$ cat config.mk
export PLATFORM = sky130hd
export DESIGN_NAME = pls_fifo
export DESIGN_NICKNAME = d
export VERILOG_FILES = /design/src/hw/rtl/pls_pkg.sv /design/src/hw/rtl/pls_fifo.sv
export SDC_FILE = /design/constraint.sdc
export NUM_CORES = 1
export LEC_CHECK = 0
export ABC_AREA = 1
export BUFFER_PORTS_ARGS = -buffer_cell sky130_fd_sc_hd__buf_2
export CORE_MARGIN = 10
export CORE_UTILIZATION = 53
export DETAILED_ROUTE_END_ITERATION = 8
export PLACE_DENSITY = 0.85
export SLEW_MARGIN = 20
export SYNTH_ARGS = -nofsm -noshare
export SYNTH_HDL_FRONTEND = slang
export SYNTH_SLANG_ARGS = --single-unit
$ cat constraint.sdc
create_clock -name clk -period 2.25 [get_ports clk]
set_input_delay 0.3375 -clock clk [delete_from_list [all_inputs] [get_ports clk]]
set_output_delay 0.3375 -clock clk [all_outputs]
set_load 0.03 [all_outputs]
$ cat src/hw/rtl/pls_pkg.sv
// Package for the polyline segment to triangles unit.
// Holds register indexes, back-end sequencer states and fixed constants.
// Depends on nothing; every other file of the unit imports it.
`default_nettype none

package pls_pkg;

    // Configuration bus: 64-bit data, registers on 8-byte boundaries.
    localparam int ADDR_WIDTH  = 6;
    localparam int DATA_WIDTH  = 64;

    // Normalized magnitudes stay below 2^31.
    localparam int NORM_BITS   = 31;
    // The divider always produces a 32-bit quotient.
    localparam int QUOT_BITS   = 32;
    // Lag of the older fade ramp behind the newer one.
    localparam int FADE_LAG    = 25;
    // Depth of the queue between front and back.
    localparam int QUEUE_DEPTH = 2;

    typedef enum logic [2:0] {
        REG_START_X          = 3'd0,
        REG_START_Y          = 3'd1,
        REG_START_COUNT      = 3'd2,
        REG_TOTAL_LENGTH     = 3'd3,
        REG_WIDTH_HORIZONTAL = 3'd4,
        REG_WIDTH_VERTICAL   = 3'd5,
        REG_RGBA_COLOR       = 3'd6,
        REG_FADE_ENABLE      = 3'd7
    } reg_index_t;

    typedef enum logic [4:0] {
        B_IDLE,
        B_NORM,
        B_SQA,
        B_SQB,
        B_SUM,
        B_SQRT,
        B_MULX,
        B_DXS,
        B_DXW,
        B_MULY,
        B_DYS,
        B_DYW,
        B_FADE,
        B_FCS,
        B_FCW,
        B_FPS,
        B_FPW,
        B_ALC,
        B_ALP,
        B_EMIT
    } back_state_t;

    localparam logic [2:0] LAST_VERTEX = 3'd5;

endpackage

`default_nettype wire

$ cat src/hw/rtl/pls_fifo.sv
// Short register queue that decouples the front and the back of the unit.
// Depends on pls_pkg for its depth.
`default_nettype none

module pls_fifo #(
    parameter int WIDTH = 8
) (
    input  wire logic             clk,
    input  wire logic             rst_n,
    input  wire logic             wr,
    input  wire logic [WIDTH-1:0] din,
    output logic                  full,
    input  wire logic             rd,
    output logic [WIDTH-1:0]      dout,
    output logic                  empty
);
    import pls_pkg::*;

    localparam int PW = (QUEUE_DEPTH > 1) ? $clog2(QUEUE_DEPTH) : 1;
    localparam int CW = $clog2(QUEUE_DEPTH + 1);

    logic [WIDTH-1:0] mem_reg [QUEUE_DEPTH];
    logic [PW-1:0]    wptr_reg;
    logic [PW-1:0]    rptr_reg;
    logic [CW-1:0]    count_reg;

    assign full  = (count_reg == CW'(QUEUE_DEPTH));
    assign empty = (count_reg == '0);
    assign dout  = mem_reg[rptr_reg];

    always_ff @(posedge clk or negedge rst_n)
    begin
        if (!rst_n)
        begin
            wptr_reg  <= '0;
            rptr_reg  <= '0;
            count_reg <= '0;
        end
        else
        begin
            if (wr)
            begin
                wptr_reg <= (wptr_reg == PW'(QUEUE_DEPTH - 1)) ? '0 : wptr_reg + 1'b1;
            end
            if (rd)
            begin
                rptr_reg <= (rptr_reg == PW'(QUEUE_DEPTH - 1)) ? '0 : rptr_reg + 1'b1;
            end
            if (wr && !rd)
            begin
                count_reg <= count_reg + 1'b1;
            end
            else if (rd && !wr)
            begin
                count_reg <= count_reg - 1'b1;
            end
        end
    end

    always_ff @(posedge clk)
    begin
        if (wr)
        begin
            mem_reg[wptr_reg] <= din;
        end
    end

endmodule

`default_nettype wire

# --- After elaboration in Yosys (flattened, before gate mapping) ---
# Memories as Yosys holds them, arrays and structs flattened.
# Cells that the tools add are included.
totals:
  mem_count: 1
  elab_cells: 21
  input_bits: 12
  output_inout_bits: 10
  ff_bits: 4
  mem_bits_rw: 16
op_classes:
  eq_ne: 1
  reduce_logical: 6
  n_addsub: 4
  muxes: 6
mem_list:
  columns: ["name", "words", "width", "rd", "rd_clocked_by_memory_dff", "wr", "line", "rtl"]
  rows:
  - ["mem_reg", 2, 8, 1, 0, 1, "pls_fifo.sv:22", "logic [WIDTH-1:0] mem_reg [QUEUE_DEPTH];"]
op_table:
  columns: ["operator", "count"]
  rows:
  - ["$mux W1", 4]
  - ["$mux W2", 2]
  - ["$add A1 B1 Y1 const B", 2]
  - ["$add A2 B1 Y2 const B", 1]
  - ["$eq A2 B2 Y1 const B", 1]
  - ["$logic_and A1 B1 Y1", 2]
  - ["$logic_not A1 Y1", 2]
  - ["$logic_not A2 Y1", 1]
  - ["$reduce_bool A2 Y1", 1]
  - ["$sub A2 B1 Y2 const B", 1]

# --- Longest topological paths before layout ---
# Gate-level depths: netlist of the first run.
depth:
  ltp_word: 4
  depth_mapped: 7
  ltp_nobuf: 7

# --- Worst setup path after synthesis of the first run ---
# No wires, ideal clock.
synth_timing:
  path_kind: "register to output"
  startpoint: "reg rptr_reg"
  endpoint: "out dout[0]"
  t_required_ns: 1.913
  path_buffers: 1
  arrival_time_ns: 0.843
  path_slack_ns: 1.070
  path_stages_with_launch: 3
  cell_sequence: "dfrtp_1 > buf_6 > mux2_4"
synth_between:
  elab_chain_cells: 1
synth_lines:
  columns: ["element", "line", "rtl"]
  rows:
  - ["start: declaration", "pls_fifo.sv:24", "logic [PW-1:0] rptr_reg;"]
  - ["start signal: assignment", "pls_fifo.sv:47", "rptr_reg <= (rptr_reg == PW'(QUEUE_DEPTH - 1)) ? '0 : rptr_reg + 1'b1;"]
  - ["$mem_v2 Z2 W8", null, null]
  - ["end: declaration", "pls_fifo.sv:14", "output logic [WIDTH-1:0] dout,"]
# No other way between the ends.

# --- Worst setup path in the final report of the first run ---
layout_timing:
  startpoint: "reg rptr_reg"
  endpoint: "out dout[7]"
# Same word-level chain as after synthesis.

==> results of run 1 <==
critical path, cell delays in order, from the launching register on:
cell	delay, ps
dfrtp_1	660
mux2_4	340
buf_2	180
synthesized netlist by cell type:
cell / count / share of area [%]
nand3_1: 1 / 0.61
xnor2_1: 1 / 1.1
mux2_4: 8 / 15
inv_1: 7 / 3.2
nand2_1: 5 / 2.3
buf_6: 1 / 1.4
dfrtp_1: 4 / 12
nand4_1: 1 / 0.77
nor2_1: 3 / 1.4
xor2_1: 2 / 2.1
ha_1: 1 / 1.5
edfxtp_1: 16 / 59
layer usage:
metal  GRT usage [%]  share of wire, %  vias up
met5               0                 0        -
met4            3.93              0.60        0
met3            3.43               8.6        2
met2            13.7                52       13
met1            7.54                39      205
li1                -                 -      221
cell families (layout without fill, tap and decap cells):
family                     count (synthesis)  count (layout)
xor gates and xnor gates                   3               3
buffers and inverters                      8              33
and+or+nand+nor                           10              10
muxes                                      8               8
adders and majority gates                  1               1
DFF                                       20              20
path summary, 6_finish.rpt:
| check | startpoint | end | cells past startpoint |
|---|---|---|---|
| setup / recovery | rptr_reg | dout[7] | 2 |
| hold / removal | din[3] | mem_reg[0][3] | 1 |
| setup reg to reg | wptr_reg | mem_reg[0][2] | 1 |
| hold reg to reg | wptr_reg | wptr_reg | 1 |
| max in group asynchronous | rst_n | rptr_reg | 2 |
| min in group asynchronous | rst_n | count_reg[0] | 2 |
stage by stage:
step / setup WS (ps) / std cells
2_1_floorplan: 1070 / 50
3_3_place_gp: 766 / 86
3_5_place_dp: 750 / 86
4_1_cts: 419 / 91
5_1_grt: 366 / 91
6_report: 448 / 91
cells in the final DEF, fill, tap and decap left out, drive strengths merged:
| cell | synthesis | final |
|---|---|---|
| buf | 1 | 21 |
| edfxtp | 16 | 16 |
| mux2 | 8 | 8 |
| inv | 7 | 7 |
| nand2 | 5 | 5 |
| dfrtp | 4 | 4 |
| nor2 | 3 | 3 |
| clkbuf | 0 | 3 |
| xor2 | 2 | 2 |
| nand3 | 1 | 1 |
| nand4 | 1 | 1 |
| xnor2 | 1 | 1 |
| ha | 1 | 1 |
| clkinv | 0 | 1 |
| dlygate4sd3 | 0 | 1 |
layout make-up:
type                    instances  area (um2)
flip-flops and latches         20         581
fillers                       118         520
multi-input cells              22         200
repair buffers                 22         115
inverters                       7        26.3
clock buffers                   3        22.5
well taps                      16        20.0
clock inverters                 1        3.75
power by group through the flow:
| stage | registers, mW | clock network (mW) | logic (mW) |
|---|---|---|---|
| final | 0.587 | 0.161 | 0.471 |
| after global routing | 0.601 | 0.184 | 0.505 |
| after CTS | 0.590 | 0.167 | 0.479 |
| after detailed placement | 0.597 | 0 | 0.477 |
| after global placement | 0.588 | 0 | 0.466 |
| after floorplan | 0.545 | 0 | 0.420 |
==> results.py, run 1 <==
metrics = {
    "logic_synthesis": {
        "ys_ff_latch": 20,
        "syn_inst": 50,
        "seq_area_frac_synth_pct": 70.9,
        "syn_nets": 63,
        "synth_top_family_by_area": "multiplexers",
        "yosys.area_share.simple_pct": 5.05,
        "synth_compound_area_share_pct": 0,
        "synth_warnings": 0,
        "synthAdderAreaFrac_pct": 1.53,
        "synth.area.mux_share_pct": 14.7,
        "synthDistinctLibCells": 12,
        "synth_area_um2": 818,
        "synth_area_per_cell_um2": 16.4,
        "synth_xor_area_share_pct": 3.21,
    },
    "layout": {
        "largest_register_ffs": 16,
        "fin_area_um2": 968,
        "syn2layout_area_growth_pct": 18.3,
        "fin_util_pct": 65.0,
        "antenna-diode-count": 0,
        "drive_gt1_share_pct": 42.7,
        "fin_nets": 89,
    },
    "floorplan": {
        "die_x_um": 59.3,
        "die_y_um": 59.3,
        "start_util_pct": 55.0,
        "rows": 14,
        "die_area_um2": 3520,
        "fp.coreArea_um2": 1490,
        "io-pin-count": 22,
    },
    "clock_network": {
        "ctsHoldBuffers": 1,
        "clock-sinks": 20,
        "cts_htree_levels": 1,
        "clk_path_buf_depth": 2,
        "clock_latency_ps": 280,
        "cts_buffers": 3,
        "cts_setup_buffers": 0,
        "cts_tree": "yes",
        "clk_pin_slew_ps": 100,
        "cts_root_buf": "clkbuf_4",
        "cts-resized-gates": 0,
    },
    "route": {
        "drtIter0Drc": 9,
        "drcViolationCount": 0,
        "dr.pass1.iters": 4,
        "vias": 441,
        "wl_um": 1340,
        "ant_nets": 0,
        "via_per_inst": 4.85,
        "avgRoutedWirePerCell_um": 14.8,
    },
    "sta": {
        "rsz0062_at_grt": "false",
        "max-slew-margin-rel_pct": 53.3,
        "maxSlewViolCount": 0,
        "setup_viol": 0,
        "post-route-min-period_ps": 1800,
        "period_share_pct": 80.1,
        "setup_tns_ps": 0,
        "hold_ws_ps": 234,
        "clock_skew_ps": 2.11,
        "hold_viol": 0,
        "max_freq_mhz": 555,
        "tightestPinTransition_ps": 699,
    },
    "critical_path": {
        "critPathKind": "register to primary output",
        "crit_required_ps": 1910,
        "crit_arrival_ps": 1460,
        "r2r_slack_ps": 920,
        "start_kind": "register",
        "end_kind": "primary output",
        "crit_fanout": 9,
    },
    "power": {
        "p_int_mw": 0.763,
        "powerDensity_nw_per_um2": 1260,
        "switching_power_mw": 0.455,
        "totalPowerFinal_mw": 1.22,
        "pwr-share-seq_pct": 48.2,
        "ir_worst_vdd_mv": 0.573,
        "comb_power_share_pct": 38.6,
        "p_leak_nw": 0.445,
        "power.clock.fraction_pct": 13.2,
        "switching_share_pct": 37.3,
    },
    "global_routing": {
        "groute.usage.overall_pct": 7.82,
        "grt_max_degree": 12,
        "grt_pass1_wl_um": 2090,
        "grt_pass1_vias": 486,
        "antenna_found_initial": 0,
        "overflow": 0,
    },
    "placement": {
        "gp_congestion": 0.709,
        "placed_area_um2": 932,
        "port-buffer-count": 21,
        "hpwl_um": 1050,
    },
    "outcome": {
        "status": "complete, no violations",
    },
    "flow_run": {
        "maxCapViolations": 0,
    },
    "hold_path": {
        "hp-class": "input port to register",
    },
}
Power figures use the tool's default switching activity.
==> run 2: changes to the inputs <==
- CORE_ASPECT_RATIO: not set -> 1.4
- CORE_UTILIZATION: 53 -> 44
- PLACE_DENSITY: 0.85 -> 0.76
- clock period: 2.25 -> 1.6 ns (I/O delays scaled with it)
==> run 2 against run 1 <==
Register-to-register slack got worse by 340 ps. Clock skew up 0.66 ps. Largest power group is now combinational logic. Largest cell class unchanged. First-iteration DRC count down 44%. Design area grew 4.8%. Wire length rose by 1.2%. Flip-flop and latch count did not move.
==> results.py, run 2 (same netlist as run 1, synthesis figures left out) <==
metrics = {
    "clock_network": {
        "clk_path_buf_depth": 2,
        "clock_latency_ps": 280,
        "cts_tree": "yes",
        "cts_root_buf": "clkbuf_4",
        "cts_htree_levels": 1,
        "cts_buffers": 3,
        "clock-sinks": 20,
        "clk_pin_slew_ps": 100,
    },
    "outcome": {
        "status": "complete, no violations",
    },
    "layout": {
        "layout_common_cells": "21 x buf_2, 16 x edfxtp_1, 8 x mux2_4, 7 x inv_1, 5 x nand2_1",
        "fill_cells": 150,
        "largest_register_ffs": 16,
        "fin_nets": 93,
        "fin_util_pct": 57.8,
        "multiInputGateArea_um2": 200,
        "antenna-diode-count": 0,
        "area.sequential_um2": 582,
        "final_common_cell": "buf_2",
        "syn2layout_area_growth_pct": 24.0,
        "drive_gt1_share_pct": 48.1,
    },
    "critical_path": {
        "crit_required_ps": 1360,
        "crit_fanout": 5,
        "critPathKind": "register to primary output",
        "r2r_slack_ps": 580,
        "crit_arrival_ps": 1330,
        "cp_cell_sequence": "buf_4, mux2_4, buf_2",
        "worst-path-buf-inv": 2,
        "start_kind": "register",
        "end_kind": "primary output",
        "critical_path.top_delay_family": "flip-flops",
        "slowest_delay_ps": 410,
        "slowest_stage": "dfrtp_2",
    },
    "power": {
        "switching_share_pct": 35.6,
        "p_int_mw": 1.18,
        "p_leak_nw": 0.469,
        "switching_power_mw": 0.649,
        "power.clock.fraction_pct": 15.0,
        "powerDensity_nw_per_um2": 1800,
        "totalPowerFinal_mw": 1.83,
        "pwr-share-seq_pct": 42.5,
        "comb_power_share_pct": 42.5,
        "ir_worst_vdd_mv": 1.21,
    },
    "sta": {
        "rsz0062_at_grt": "true",
        "max_freq_mhz": 638,
        "maxSlewViolCount": 0,
        "clock_skew_ps": 2.77,
        "hold_ws_ps": 137,
        "hold_viol": 0,
        "final.setup.worst_slack_ps": 33.0,
        "period_share_pct": 97.9,
        "setup_viol": 0,
        "post-route-min-period_ps": 1570,
        "max-slew-margin-rel_pct": 79.2,
        "tightestPinTransition_ps": 312,
        "setup_tns_ps": 0,
    },
    "global_routing": {
        "grt_max_degree": 12,
        "grt_pass1_vias": 489,
        "overflow": 0,
        "antenna_found_initial": 0,
        "grt_pass1_wl_um": 2230,
        "groute.usage.overall_pct": 6.70,
    },
    "route": {
        "drtIter0Drc": 5,
        "drcViolationCount": 0,
        "vias": 465,
        "dr.pass1.iters": 4,
        "ant_nets": 0,
        "via_per_inst": 4.70,
        "wl_um": 1360,
        "avgRoutedWirePerCell_um": 13.7,
    },
    "floorplan": {
        "die_area_um2": 4010,
        "die_y_um": 71.0,
        "die_x_um": 56.4,
        "fp.coreArea_um2": 1760,
        "start_util_pct": 46.6,
        "rows": 18,
        "io-pin-count": 22,
    },
    "placement": {
        "hpwl_um": 1110,
        "port-buffer-count": 21,
        "gp_congestion": 0.628,
        "dpl_worst_slack_ps": 189,
    },
    "hold_path": {
        "hp-class": "input port to register",
    },
    "flow_run": {
        "maxCapViolations": 0,
    },
}
run 2: final timing paths:
check	startpoint	endpoint	cells past startpoint
worst max-delay path	rptr_reg	dout[0]	3
max in group asynchronous	rst_n	rptr_reg	2
worst min-delay path	din[4]	mem_reg[0][4]	1
min in group asynchronous	rst_n	count_reg[0]	2
worst max register to register	wptr_reg	mem_reg[1][5]	2
worst min register to register	wptr_reg	wptr_reg	1
run 2: what timing repair did:
action / 4_1_cts / 5_1_grt
buffers inserted: 0 / 3
setup endpoints to repair: 8 / 8
gates cloned: 0 / 0
resized for setup: 1 / 2
hold buffers: 1 / 0
pin swaps: 0 / 0
endpoints found under the hold margin: 4 / 0
run 2: final cells by class:
| cell class | count | share of cell area, % |
|---|---|---|
| sequential | 20 | 57.3 |
| timing repair buffer | 26 | 14.3 |
| tap | 20 | 2.47 |
| clock buffer | 4 | 3.58 |
| multi-input combinational | 22 | 19.7 |
| inverter | 7 | 2.59 |
run 2: stage by stage:
| stage | cell area, um2 | instances |
|---|---|---|
| floorplan | 818 | 50 |
| global placement | 945 | 91 |
| detailed placement | 945 | 91 |
| CTS | 992 | 96 |
| global route | 1010 | 99 |
| finish | 1010 | 99 |
run 2: power groups by stage:
stage | clock (mW) | combinational (mW) | sequential, mW
2_1_floorplan | 0 | 0.590 | 0.766
3_3_place_gp | 0 | 0.668 | 0.828
3_5_place_dp | 0 | 0.682 | 0.841
4_1_cts | 0.281 | 0.684 | 0.831
5_1_grt | 0.314 | 0.835 | 0.788
6_report | 0.274 | 0.776 | 0.775
run 2: layer usage:
metal | routed length (um) | up-vias | part of all wire, % | track usage (%)
li1 | - | 228 | - | -
met1 | 540 | 221 | 40 | 7.05
met2 | 725 | 14 | 53 | 11.6
met3 | 67 | 2 | 4.9 | 1.61
met4 | 27 | 0 | 2.0 | 4.02
met5 | 0 | - | 0 | 0
run 2: worst register-to-register path, cell delays in order, from the launching register on:
cell	delay, ps
dfrtp_1	400
nand2_1	60
inv_1	240
