[src/hw/rtl/pls_pkg.sv]
// Package for the polyline segment to triangles unit.
// Holds register indexes, back-end sequencer states and fixed constants.
// Depends on nothing; every other file of the unit imports it.
`default_nettype none

package pls_pkg;

    // Configuration bus: 64-bit data, registers on 8-byte boundaries.
    localparam int ADDR_WIDTH  = 6;
    localparam int DATA_WIDTH  = 64;

    // Normalized magnitudes stay below 2^31.
    localparam int NORM_BITS   = 31;
    // The divider always produces a 32-bit quotient.
    localparam int QUOT_BITS   = 32;
    // Lag of the older fade ramp behind the newer one.
    localparam int FADE_LAG    = 25;
    // Depth of the queue between front and back.
    localparam int QUEUE_DEPTH = 2;

    typedef enum logic [2:0] {
        REG_START_X          = 3'd0,
        REG_START_Y          = 3'd1,
        REG_START_COUNT      = 3'd2,
        REG_TOTAL_LENGTH     = 3'd3,
        REG_WIDTH_HORIZONTAL = 3'd4,
        REG_WIDTH_VERTICAL   = 3'd5,
        REG_RGBA_COLOR       = 3'd6,
        REG_FADE_ENABLE      = 3'd7
    } reg_index_t;

    typedef enum logic [4:0] {
        B_IDLE,
        B_NORM,
        B_SQA,
        B_SQB,
        B_SUM,
        B_SQRT,
        B_MULX,
        B_DXS,
        B_DXW,
        B_MULY,
        B_DYS,
        B_DYW,
        B_FADE,
        B_FCS,
        B_FCW,
        B_FPS,
        B_FPW,
        B_ALC,
        B_ALP,
        B_EMIT
    } back_state_t;

    localparam logic [2:0] LAST_VERTEX = 3'd5;

endpackage

`default_nettype wire

[src/hw/rtl/pls_front.sv]
// Front end: accepts end points, keeps the previous point and the item count,
// and classifies each segment (deltas, zero length, fade position).
// Depends on pls_pkg.
`default_nettype none

module pls_front #(
    parameter int CW = 32,
    parameter int EW = 1 + 32 + 2 * (CW + 1) + 4 * CW
) (
    input  wire logic                 clk,
    input  wire logic                 rst_n,
    input  wire logic                 push,
    input  wire logic signed [CW-1:0] point_x,
    input  wire logic signed [CW-1:0] point_y,
    input  wire logic                 q_full,
    input  wire logic signed [CW-1:0] start_x,
    input  wire logic signed [CW-1:0] start_y,
    input  wire logic [31:0]          start_count,
    output logic                      q_wr,
    output logic [EW-1:0]             q_din
);
    import pls_pkg::*;

    logic signed [CW-1:0] prior_x_reg;
    logic signed [CW-1:0] prior_y_reg;
    logic                 first_item_reg;
    logic [31:0]          items_seen_reg;

    logic signed [CW-1:0] px;
    logic signed [CW-1:0] py;
    logic signed [CW:0]   dx;
    logic signed [CW:0]   dy;
    logic [31:0]          n;
    logic                 zero_len;

    always_comb
    begin
        px       = first_item_reg ? start_x : prior_x_reg;
        py       = first_item_reg ? start_y : prior_y_reg;
        dx       = {point_x[CW-1], point_x} - {px[CW-1], px};
        dy       = {point_y[CW-1], point_y} - {py[CW-1], py};
        n        = start_count + items_seen_reg;
        zero_len = (point_x == px) && (point_y == py);
    end

    assign q_wr  = push && !q_full;
    assign q_din = {zero_len, n, dx, dy, point_x, point_y, px, py};

    always_ff @(posedge clk or negedge rst_n)
    begin
        if (!rst_n)
        begin
            prior_x_reg    <= '0;
            prior_y_reg    <= '0;
            first_item_reg <= 1'b1;
            items_seen_reg <= '0;
        end
        else if (q_wr)
        begin
            prior_x_reg    <= point_x;
            prior_y_reg    <= point_y;
            first_item_reg <= 1'b0;
            items_seen_reg <= items_seen_reg + 32'd1;
        end
    end

endmodule

`default_nettype wire

[config.mk]
export PLATFORM = sky130hd
export DESIGN_NAME = pls_front
export DESIGN_NICKNAME = d
export VERILOG_FILES = /design/src/hw/rtl/pls_pkg.sv /design/src/hw/rtl/pls_front.sv
export SDC_FILE = /design/constraint.sdc
export NUM_CORES = 1
export LEC_CHECK = 0
export BUFFER_PORTS_ARGS = -buffer_cell sky130_fd_sc_hd__buf_2
export CORE_AREA = 2 2 153 155
export DETAILED_ROUTE_END_ITERATION = 16
export DIE_AREA = 0 0 155 157
export HOLD_SLACK_MARGIN = 0.03
export PLACE_DENSITY = 0.76
export SYNTH_ARGS = -nofsm -noshare
export SYNTH_HDL_FRONTEND = slang
export SYNTH_SLANG_ARGS = --single-unit
[constraint.sdc]
create_clock -name clk -period 6.9 [get_ports clk]
set_input_delay 2.07 -clock clk [delete_from_list [all_inputs] [get_ports clk]]
set_output_delay 2.07 -clock clk [all_outputs]
set_load 0.01 [all_outputs]
* Yosys cells after proc, flatten, opt, wreduce, memory -nomap -nowiden
Index checks and enable logic that the tools add are counted.
Storage, ports and cells: register bits 97, input bits 164, output and inout bits 228, logic and storage cells 15
Cells by class: add/subtract/negate cells 4, equal/unequal tests 2, muxes and demuxes 2, reduce and logical (&&, ||, !) cells 3
Operators by type and width (count):
- 32-bit by 32-bit subtractor with 33-bit output | 2
- 32-bit equality test | 2
- 32-bit two-way mux | 2
- 32-bit by 1-bit adder with 32-bit output (second input constant) | 1
- 32-bit adder | 1
- 1-bit logical AND | 2
- 1-bit logical NOT | 1

* Depth between registers and ports, before layout
Gate-level depths: netlist (run 1).
depth after elaboration 3, depth in mapped cells 13, depth with buffers taken out 11

* Worst setup path before layout (run 1)
OpenSTA, ideal clock, no wires.
kind input -> output, from in start_y[0], to out q_din[148], data arrival time 4.387 ns, data required time 4.830 ns, slack 0.443 ns, cell stages on the path 11, buffers on the path 0, path through mux2_2 > ha_1 > fa_1 > nor2b_1 > o21a_1 > o21ai_0 > a21oi_1 > o211ai_1 > a21oi_1 > nor4b_1 > a311oi_1
On the way: cells in the longest elaborated chain, start to end 2
RTL lines:
- from (decl) | RTL line pls_front.sv:17 | input wire logic signed [CW-1:0] start_y,
- 32-bit two-way mux | RTL line pls_front.sv:39 | py = first_item_reg ? start_y : prior_y_reg;
- 32-bit by 32-bit subtractor with 33-bit output | RTL line pls_front.sv:41 | dy = {point_y[CW-1], point_y} - {py[CW-1], py};
- to (decl) | RTL line pls_front.sv:20 | output logic [EW-1:0] q_din
Every way passes these cells.

* Final worst setup path (run 1)
from in start_x[1], to out q_din[190]
On the way: cells in the longest elaborated chain, start to end 2
RTL lines:
- from (decl) | RTL line pls_front.sv:16 | input wire logic signed [CW-1:0] start_x,
- 32-bit two-way mux | RTL line pls_front.sv:38 | px = first_item_reg ? start_x : prior_x_reg;
- 32-bit by 32-bit subtractor with 33-bit output | RTL line pls_front.sv:40 | dx = {point_x[CW-1], point_x} - {px[CW-1], px};
Every way passes these cells.

==> run_results.csv, run 1 <==
group,metric,value,unit
sta,setup_viol,0,
clock_tree,clkTransAtPathRegs,0.08,ns
finish,final_util,0.567,
placement,port_buffers,391,
worst_setup_path,crit_end,"q_din[190]",
sta,fmax,147,MHz
logic_synthesis,netlist-cell-type-count,75,
placement,placed_cell_area,12300,um^2
detailed_routing,dr.pass1.iters,5,
sta,slew_violations,0,
hold_path,hp-start,"items_seen_reg[31]",
placement,dp.cells,1802,
sta,fin_skew,0.0176,ns
logic_synthesis,yosys_warnings,0,
detailed_routing,finalWirelength,32400,um
clock_tree,hold_buffers,0,
detailed_routing,vias,10400,
detailed_routing,viasPerCell,5.68,
sta,rsz0062_at_grt,"true",
detailed_routing,antenna_left,0,
worst_setup_path,crit_path_end_kind,"primary output",
floorplanning,ios,392,
sta,tightest_slew,1.01,ns
sta,tns,0,ns
placement,pre_cts_slack,-0.0168,ns
finish,drive_above_1_share,0.351,
hold_path,hold_class,"reg -> reg",
logic_synthesis,synth_edf_count,0,
logic_synthesis,ys_ff_latch,97,
floorplanning,initial_core_util,0.466,
floorplanning,core,22500,um^2
placement,dp_hpwl,26400,um
detailed_routing,drtIter0Drc,628,
clock_tree,h-tree-depth,3,
worst_setup_path,reg2reg_from,"items_seen_reg[1]",
detailed_routing,post_drt_wl_per_cell,17.8,um
clock_tree,cts_tree,"built",
finish,final_cells,1825,
outcome,status,"finished clean",
finish,syn_to_final_growth,21.7,%
finish,insertedDiodeCount,0,
worst_setup_path,arrival,4.74,ns
floorplanning,die-area,24300,um^2
placement,gp_congestion,1.00,
worst_setup_path,r2r_setup_slack,4.51,ns
worst_setup_path,reg2reg_to,"items_seen_reg[30]",
logic_synthesis,ys.flop_type,"dfrtp_1",
sta,slew_headroom,0.324,
logic_synthesis,yosysSeqAreaShare,0.232,
logic_synthesis,synth-async-reset-ratio,1.00,
sta,fin_worst_hold_slack,0.497,ns
finish,final_cell_mix,"buf_2, inv_1, dfrtp_1, ha_1, a21oi_1",
sta,timing.final.crit_share,0.987,
floorplanning,die_y,157,um
run,cap_violations,0,
worst_setup_path,critPathRequiredTime,4.83,ns
detailed_routing,drc_errors,0,
worst_setup_path,crit_start,"start_x[1]",
worst_setup_path,criticalPathCategory,"in -> out",
global_routing,grt_pass1_vias,9808,
worst_setup_path,path_max_fanout,4,
global_routing,grt_pass1_wl,50300,um
global_routing,antenna_found_initial,0,
global_routing,track_usage,0.257,
floorplanning,num_rows,55,
global_routing,grt_max_degree,70,
logic_synthesis,syn_area,10500,um^2
global_routing,grt_overflow,0,
power_and_ir_drop,ir_worst_vdd,0.000125,V
clock_tree,cts_buffers,9,
clock_tree,clock_sinks,97,
sta,period_needed,6.81,ns
worst_setup_path,reg2reg_depth,7,
finish,final_net_count,1798,
sta,hold_viol_final,0,
logic_synthesis,avgSynthCellArea,8.64,um^2
finish,layout_commonest_cell,"buf_2",
logic_synthesis,syn_inst,1214,
clock_tree,cts_root_buffer,"clkbuf_16",
clock_tree,cts_max_path_buffers,2,
worst_setup_path,start_kind,"primary input",
logic_synthesis,synth.net_count,1477,
finish,fin_area,12800,um^2
sta,fin_ws,0.0874,ns
clock_tree,clk_latency,0.36,ns
floorplanning,die_w,155,um
power_and_ir_drop,p_total,2.86,mW
power_and_ir_drop,power.density,224,nW/um^2
power_and_ir_drop,power.leakage,6.49,nW
==> cells in the mapped netlist, types with 13 or more instances <==
library cell	number	area, um^2
a211oi_1	13	97.6
a21o_1	50	375
a21oi_1	82	410
and3_1	19	119
buf_4	65	488
clkbuf_1	29	109
dfrtp_1	96	2400
ha_1	96	1200
inv_1	102	383
mux2_2	67	754
mux2i_1	64	641
nand2_1	67	251
nand3_1	32	160
nand4_1	25	156
nor2_1	68	255
nor2b_1	14	87.6
nor3_1	16	80.1
o21ai_0	42	210
o21bai_1	13	97.6
xnor2_1	78	683
xor2_1	30	263
==> logic make-up (layout without fill, tap and decap cells) <==
kind of cell               count (synthesis)  count (layout)  synth area share
DFF                                       97              97             0.232
and+or+nand+nor                          278             278             0.131
buffers and inverters                    207             533            0.0985
AOI/OAI and AO/OA                        294             294             0.195
adders and majority gates                 99              99             0.120
muxes                                    131             131             0.133
xor gates and xnor gates                 108             108            0.0902
==> how the worst min path moves through the flow <==
stage	cells after the start	slack, ns	endpoint
2_1_floorplan	1	0.46	items_seen_reg[25]
3_3_place_gp	1	0.48	items_seen_reg[31]
3_5_place_dp	1	0.49	items_seen_reg[31]
4_1_cts	1	0.50	items_seen_reg[31]
5_1_grt	1	0.52	prior_y_reg[31]
6_report	1	0.50	items_seen_reg[31]
==> power by group <==
group	leakage (nW)	total [mW]	switching, mW	internal, mW
combinational	5.15	1.64	0.933	0.706
sequential	1.20	0.698	0.0577	0.640
clock	0.139	0.526	0.243	0.283
==> timing repair <==
action,4_1_cts,5_1_grt
pin swaps,0,11
buffers inserted,0,7
endpoints found under the setup margin,1,21
resized for setup,1,23
==> routing by layer <==
metal  vias up  GRT usage  part of all wire
li1       4943          -                 -
met4         0     0.0957             0.031
met3        56     0.0344             0.060
met5         -          0                 0
met2       413      0.449              0.49
met1      4950      0.323              0.42
==> layout make-up <==
type | instances | area [um^2]
Fill cell | 2077 | 9740
Multi-Input combinational cell | 910 | 7150
Sequential cell | 97 | 2430
Timing Repair Buffer | 415 | 2150
Inverter | 102 | 383
Tap cell | 285 | 357
Clock buffer | 10 | 229
Clock inverter | 6 | 67.6
==> worst max-delay path, cell delays in order <==
cell      delay (ns)
buf_6           0.10
mux2i_4         0.18
ha_4            0.24
nor2b_4         0.12
o31a_1          0.34
o41ai_4         0.36
o211ai_2        0.19
a41oi_2         0.36
o21bai_1        0.19
a31oi_2         0.28
xnor2_1         0.15
buf_2           0.16
Power figures use the tool's default switching activity.
==> run 2, diff against run 1 <==
==> constraint.sdc (replaced) <==
create_clock -name clk -period 7 [get_ports clk]
set_input_delay 2.1 -clock clk [delete_from_list [all_inputs] [get_ports clk]]
set_output_delay 2.1 -clock clk [all_outputs]
set_load 0.01 [all_outputs]
==> run 2 against run 1 <==
  * Via count down 0.62%
  * Core utilization down 0.56 points
  * Total power down 1.1%
  * Critical path depth up 1
  * Wire length up 0.71%
  * Die area unchanged
  * Sequential share of layout area up 0.19 points
  * Final cell count down 0.49%
  * First-iteration DRC count up 12%
  * Non-clock buffer count down 8
  * Setup slack better by 0.042 ns
  * Clock power up 5.3%
  * Critical endpoint is now q_din[152]
==> run_results.csv, run 2 (same netlist as run 1, synthesis figures left out) <==
group,metric,value,unit
worst_setup_path,start_kind,"primary input",
worst_setup_path,arrival,4.77,ns
sta,tightest_slew,1.02,ns
floorplanning,core,22500,um^2
clock_tree,clock_sinks,97,
global_routing,antenna_found_initial,0,
worst_setup_path,critical_path.top_delay_family,"compound AO/OA/AOI/OAI gates",
placement,dp_hpwl,26500,um
worst_setup_path,criticalPathCategory,"in -> out",
worst_setup_path,crit_path_end_kind,"primary output",
sta,fin_ws,0.129,ns
finish,insertedDiodeCount,0,
detailed_routing,antenna_left,0,
finish,final_net_count,1790,
finish,fin_area,12600,um^2
worst_setup_path,crit_slowest_cell,"fa_1",
detailed_routing,drtIter0Drc,702,
detailed_routing,finalWirelength,32600,um
floorplanning,die_w,155,um
clock_tree,hold_buffers,0,
sta,hold_viol_final,0,
sta,tns,0,ns
clock_tree,clkTransAtPathRegs,0.07,ns
clock_tree,h-tree-depth,3,
global_routing,grt_max_degree,70,
floorplanning,die_y,157,um
power_and_ir_drop,power.density,224,nW/um^2
placement,pre_cts_slack,0.0706,ns
clock_tree,clk_latency,0.35,ns
clock_tree,cts_max_path_buffers,2,
power_and_ir_drop,ir_worst_vdd,0.000111,V
floorplanning,die-area,24300,um^2
worst_setup_path,crit_chain,"buf_2, mux2_2, ha_1, fa_1, nor2b_1, o21a_1, o21ai_0, a21oi_2, o211ai_2, a211oi_2, or2_1, xnor2_1, buf_2",
sta,slew_headroom,0.322,
detailed_routing,vias,10300,
finish,syn_to_final_growth,20.5,%
detailed_routing,viasPerCell,5.67,
finish,layout_commonest_cell,"buf_2",
floorplanning,ios,392,
detailed_routing,dr.pass1.iters,5,
run,cap_violations,0,
finish,final_cell_mix,"buf_2, inv_1, dfrtp_1, ha_1, a21oi_1",
floorplanning,initial_core_util,0.466,
worst_setup_path,crit_path_max_incr_delay,0.42,ns
sta,fin_skew,0.00916,ns
sta,timing.final.crit_share,0.982,
sta,slew_violations,0,
global_routing,grt_overflow,0,
sta,rsz0062_at_grt,"false",
clock_tree,cts_tree,"built",
finish,drive_above_1_share,0.341,
placement,placed_cell_area,12300,um^2
sta,period_needed,6.87,ns
sta,fmax,146,MHz
detailed_routing,post_drt_wl_per_cell,18.0,um
detailed_routing,drc_errors,0,
worst_setup_path,path_max_fanout,4,
worst_setup_path,cp_common_cell,"buf_2",
power_and_ir_drop,power.leakage,6.45,nW
placement,port_buffers,391,
floorplanning,num_rows,55,
placement,gp_congestion,0.960,
hold_path,hold_class,"reg -> reg",
sta,fin_worst_hold_slack,0.486,ns
clock_tree,cts_buffers,9,
global_routing,grt_pass1_wl,50200,um
clock_tree,cts_root_buffer,"clkbuf_16",
worst_setup_path,critPathRequiredTime,4.90,ns
worst_setup_path,critPathBufInv,2,
global_routing,track_usage,0.258,
sta,setup_viol,0,
outcome,status,"finished clean",
global_routing,grt_pass1_vias,9960,
finish,fillCellCount,2076,
-- run 2: changes by cell type in the layout (fill, tap and decap cells not counted), sizes merged --
cell,change
clkinvlp,-2
buf,-8
bufinv,+1
-- run 2: what timing repair did --
item,4_1_cts,5_1_grt
gates resized for setup,0,10
setup endpoints to repair,0,18
buffers inserted,0,1
-- run 2: through the flow --
stage	power, mW	std cells	utilization
finish	2.83	1816	0.562
global route	3.01	1816	0.562
CTS	2.82	1815	0.560
detailed placement	2.25	1800	0.546
global placement	2.23	1800	0.546
floorplan	1.70	1214	-
-- run 2: final cells by class --
cell class | count | area (um^2) | share of cell area
inverter | 102 | 383 | 0.0303
multi-input combinational | 910 | 7070 | 0.559
clock buffer | 10 | 239 | 0.0189
timing repair buffer | 407 | 2080 | 0.165
tap | 285 | 357 | 0.0282
clock inverter | 5 | 78.8 | 0.00624
sequential | 97 | 2430 | 0.192
-- run 2: final timing paths --
path	from	end	slack [ns]	depth (start not counted)
setup / recovery	start_y[0]	q_din[152]	0.13	13
hold / removal	items_seen_reg[31]	items_seen_reg[31]	0.49	1
setup reg to reg	items_seen_reg[1]	items_seen_reg[30]	4.67	7
hold reg to reg	items_seen_reg[31]	items_seen_reg[31]	0.49	1
max in group asynchronous	rst_n	items_seen_reg[16]	4.05	2
min in group asynchronous	rst_n	prior_x_reg[1]	1.69	1
-- run 2: per-layer routing --
| layer | vias to the layer above | track usage | share of wire |
|---|---|---|---|
| li1 | 4912 | - | - |
| met1 | 4888 | 0.320 | 0.42 |
| met2 | 427 | 0.448 | 0.48 |
| met3 | 71 | 0.0421 | 0.063 |
| met4 | 0 | 0.105 | 0.033 |
| met5 | - | 0 | 0 |
-- run 2: power breakdown --
| part | switching (mW) | internal, mW | leakage, nW |
|---|---|---|---|
| Sequential | 0.0566 | 0.631 | 1.20 |
| Clock | 0.232 | 0.322 | 0.159 |
| Combinational | 0.914 | 0.676 | 5.09 |
| Total | 1.20 | 1.63 | 6.45 |
==> run 3, diff against run 2 <==
--- a/config.mk
+++ b/config.mk
@@ -10,7 +10,7 @@
 export DETAILED_ROUTE_END_ITERATION = 16
 export DIE_AREA = 0 0 155 157
 export HOLD_SLACK_MARGIN = 0.03
-export PLACE_DENSITY = 0.76
+export PLACE_DENSITY = 0.73
 export SYNTH_ARGS = -nofsm -noshare
 export SYNTH_HDL_FRONTEND = slang
 export SYNTH_SLANG_ARGS = --single-unit
==> run 3 against run 2 <==
  * Clock-buffer cell count up 2
  * Final cell count about the same
  * Hold slack better by 0.022 ns
  * Critical path type unchanged
  * Critical endpoint unchanged
  * Largest power group unchanged
==> run_results.csv, run 3 (same netlist as run 1, synthesis figures left out) <==
group,metric,value,unit
global_routing,grt_pass1_vias,10200,
clock_tree,hold_buffers,0,
sta,fmax,147,MHz
worst_setup_path,crit_path_end_kind,"primary output",
detailed_routing,vias,10100,
power_and_ir_drop,p_total,2.75,mW
global_routing,met3_usage,0.0385,
finish,final_util,0.560,
detailed_routing,viasPerCell,5.57,
hold_path,hp-start,"prior_y_reg[25]",
finish,syn_to_final_growth,20.2,%
sta,tns,0,ns
floorplanning,die-area,24300,um^2
floorplanning,die_y,157,um
power_and_ir_drop,power.density,218,nW/um^2
floorplanning,die_w,155,um
clock_tree,clkTransAtPathRegs,0.06,ns
worst_setup_path,criticalPathCategory,"in -> out",
clock_tree,cts_root_buffer,"clkbuf_16",
detailed_routing,drc_errors,0,
sta,hold_viol_final,0,
clock_tree,h-tree-depth,3,
worst_setup_path,reg2reg_from,"items_seen_reg[1]",
clock_tree,clk_latency,0.35,ns
hold_path,min_to,"prior_y_reg[25]",
placement,port_buffers,391,
sta,tightest_slew,0.985,ns
detailed_routing,dr.pass1.iters,5,
finish,final_cell_mix,"buf_2, inv_1, ha_1, dfrtp_1, a21oi_1",
global_routing,antenna_found_initial,1,
worst_setup_path,path_max_fanout,4,
detailed_routing,drtIter0Drc,534,
sta,timing.final.crit_share,0.971,
worst_setup_path,critPathRequiredTime,4.90,ns
worst_setup_path,r2r_setup_slack,4.59,ns
global_routing,track_usage,0.260,
detailed_routing,antenna_left,0,
sta,rsz0062_at_grt,"false",
worst_setup_path,start_kind,"primary input",
global_routing,met2_usage,0.452,
global_routing,grt_busiest_layer,"met2",
finish,final_net_count,1787,
global_routing,grt_overflow,0,
sta,period_needed,6.80,ns
finish,drive_above_1_share,0.341,
power_and_ir_drop,ir_worst_vdd,0.000119,V
floorplanning,initial_core_util,0.466,
clock_tree,clock_sinks,97,
sta,fin_skew,0.0103,ns
sta,setup_viol,0,
sta,slew_violations,0,
floorplanning,core,22500,um^2
hold_path,whs_path_depth,1,
detailed_routing,post_drt_wl_per_cell,17.7,um
hold_path,hold_class,"reg -> reg",
finish,layout_commonest_cell,"buf_2",
sta,slew_headroom,0.343,
clock_tree,cts_max_path_buffers,2,
finish,fillCellCount,2111,
outcome,status,"finished clean",
worst_setup_path,reg2reg_depth,7,
clock_tree,cts_tree,"built",
global_routing,grt_use_met1,0.321,
placement,gp_congestion,0.915,
detailed_routing,finalWirelength,32100,um
placement,dp_hpwl,26200,um
worst_setup_path,arrival,4.70,ns
global_routing,grt_pass1_wl,50900,um
clock_tree,cts_buffers,9,
run,cap_violations,0,
global_routing,grt_max_degree,70,
power_and_ir_drop,power.leakage,6.42,nW
worst_setup_path,reg2reg_to,"items_seen_reg[30]",
floorplanning,num_rows,55,
floorplanning,ios,392,
==> run 3: changes by cell type in the layout (fill, tap and decap cells not counted), moves of 2 or more <==
cell,before,now
o21ai_1,9,6
o21ai_2,2,4
bufinv_16,2,0
buf_4,17,14
==> run 3: how the worst max path moves through the flow <==
stage	startpoint	end	cells after the start	slack, ns
after global routing	start_x[4]	q_din[183]	11	0.008
final	start_y[0]	q_din[152]	13	0.20
after global placement	start_y[0]	q_din[154]	13	0.09
after CTS	start_y[0]	q_din[152]	13	0.001
after detailed placement	start_y[0]	q_din[154]	13	0.004
after floorplan	start_y[0]	q_din[148]	11	0.48
==> run 3: power by group <==
group	internal [mW]	leakage [nW]	switching [mW]	total, mW
logic	0.674	5.08	0.901	1.58
registers	0.631	1.20	0.0552	0.686
clock network	0.261	0.139	0.230	0.492
==> run 3: timing repair <==
item	4_1_cts	5_1_grt
gates cloned	0	0
resized for setup	1	11
buffers inserted	0	1
endpoints found under the setup margin	1	18
pin swaps	0	4
==> run 3: metal layers <==
layer	routed length (um)	vias up	share of wire
li1	-	4901	-
met1	13900	4778	0.43
met2	15500	373	0.48
met3	1730	62	0.054
met4	1050	0	0.033
met5	0	-	0
==> run 3: worst max-delay path: stages <==
cell      delay, ns
buf_2          0.09
mux2_2         0.27
ha_1           0.21
fa_1           0.40
nor2b_1        0.12
o21a_1         0.13
o21ai_0        0.12
a21oi_2        0.29
o211ai_2       0.20
a211oi_2       0.29
or2_4          0.19
xnor2_1        0.12
buf_2          0.16
==> run 3: cell type report <==
| type | count | area, um^2 | area share |
|---|---|---|---|
| timing repair buffer | 404 | 2060 | 0.163 |
| inverter | 102 | 383 | 0.0304 |
| clock inverter | 4 | 26.3 | 0.00208 |
| tap | 285 | 357 | 0.0283 |
| multi-input combinational | 910 | 7090 | 0.563 |
| sequential | 97 | 2430 | 0.193 |
| clock buffer | 12 | 256 | 0.0203 |
| antenna | 1 | 2.50 | 0.000199 |
==> run 3: stage by stage <==
step | setup slack (ns) | cell area, um^2 | hold slack (ns) | std cells
floorplan | 0.483 | 10500 | 0.459 | 1214
global placement | 0.0892 | 12300 | 0.485 | 1797
detailed placement | 0.00361 | 12300 | 0.494 | 1797
CTS | 0.00103 | 12500 | 0.508 | 1813
global route | 0.00812 | 12600 | 0.524 | 1815
finish | 0.200 | 12600 | 0.508 | 1815
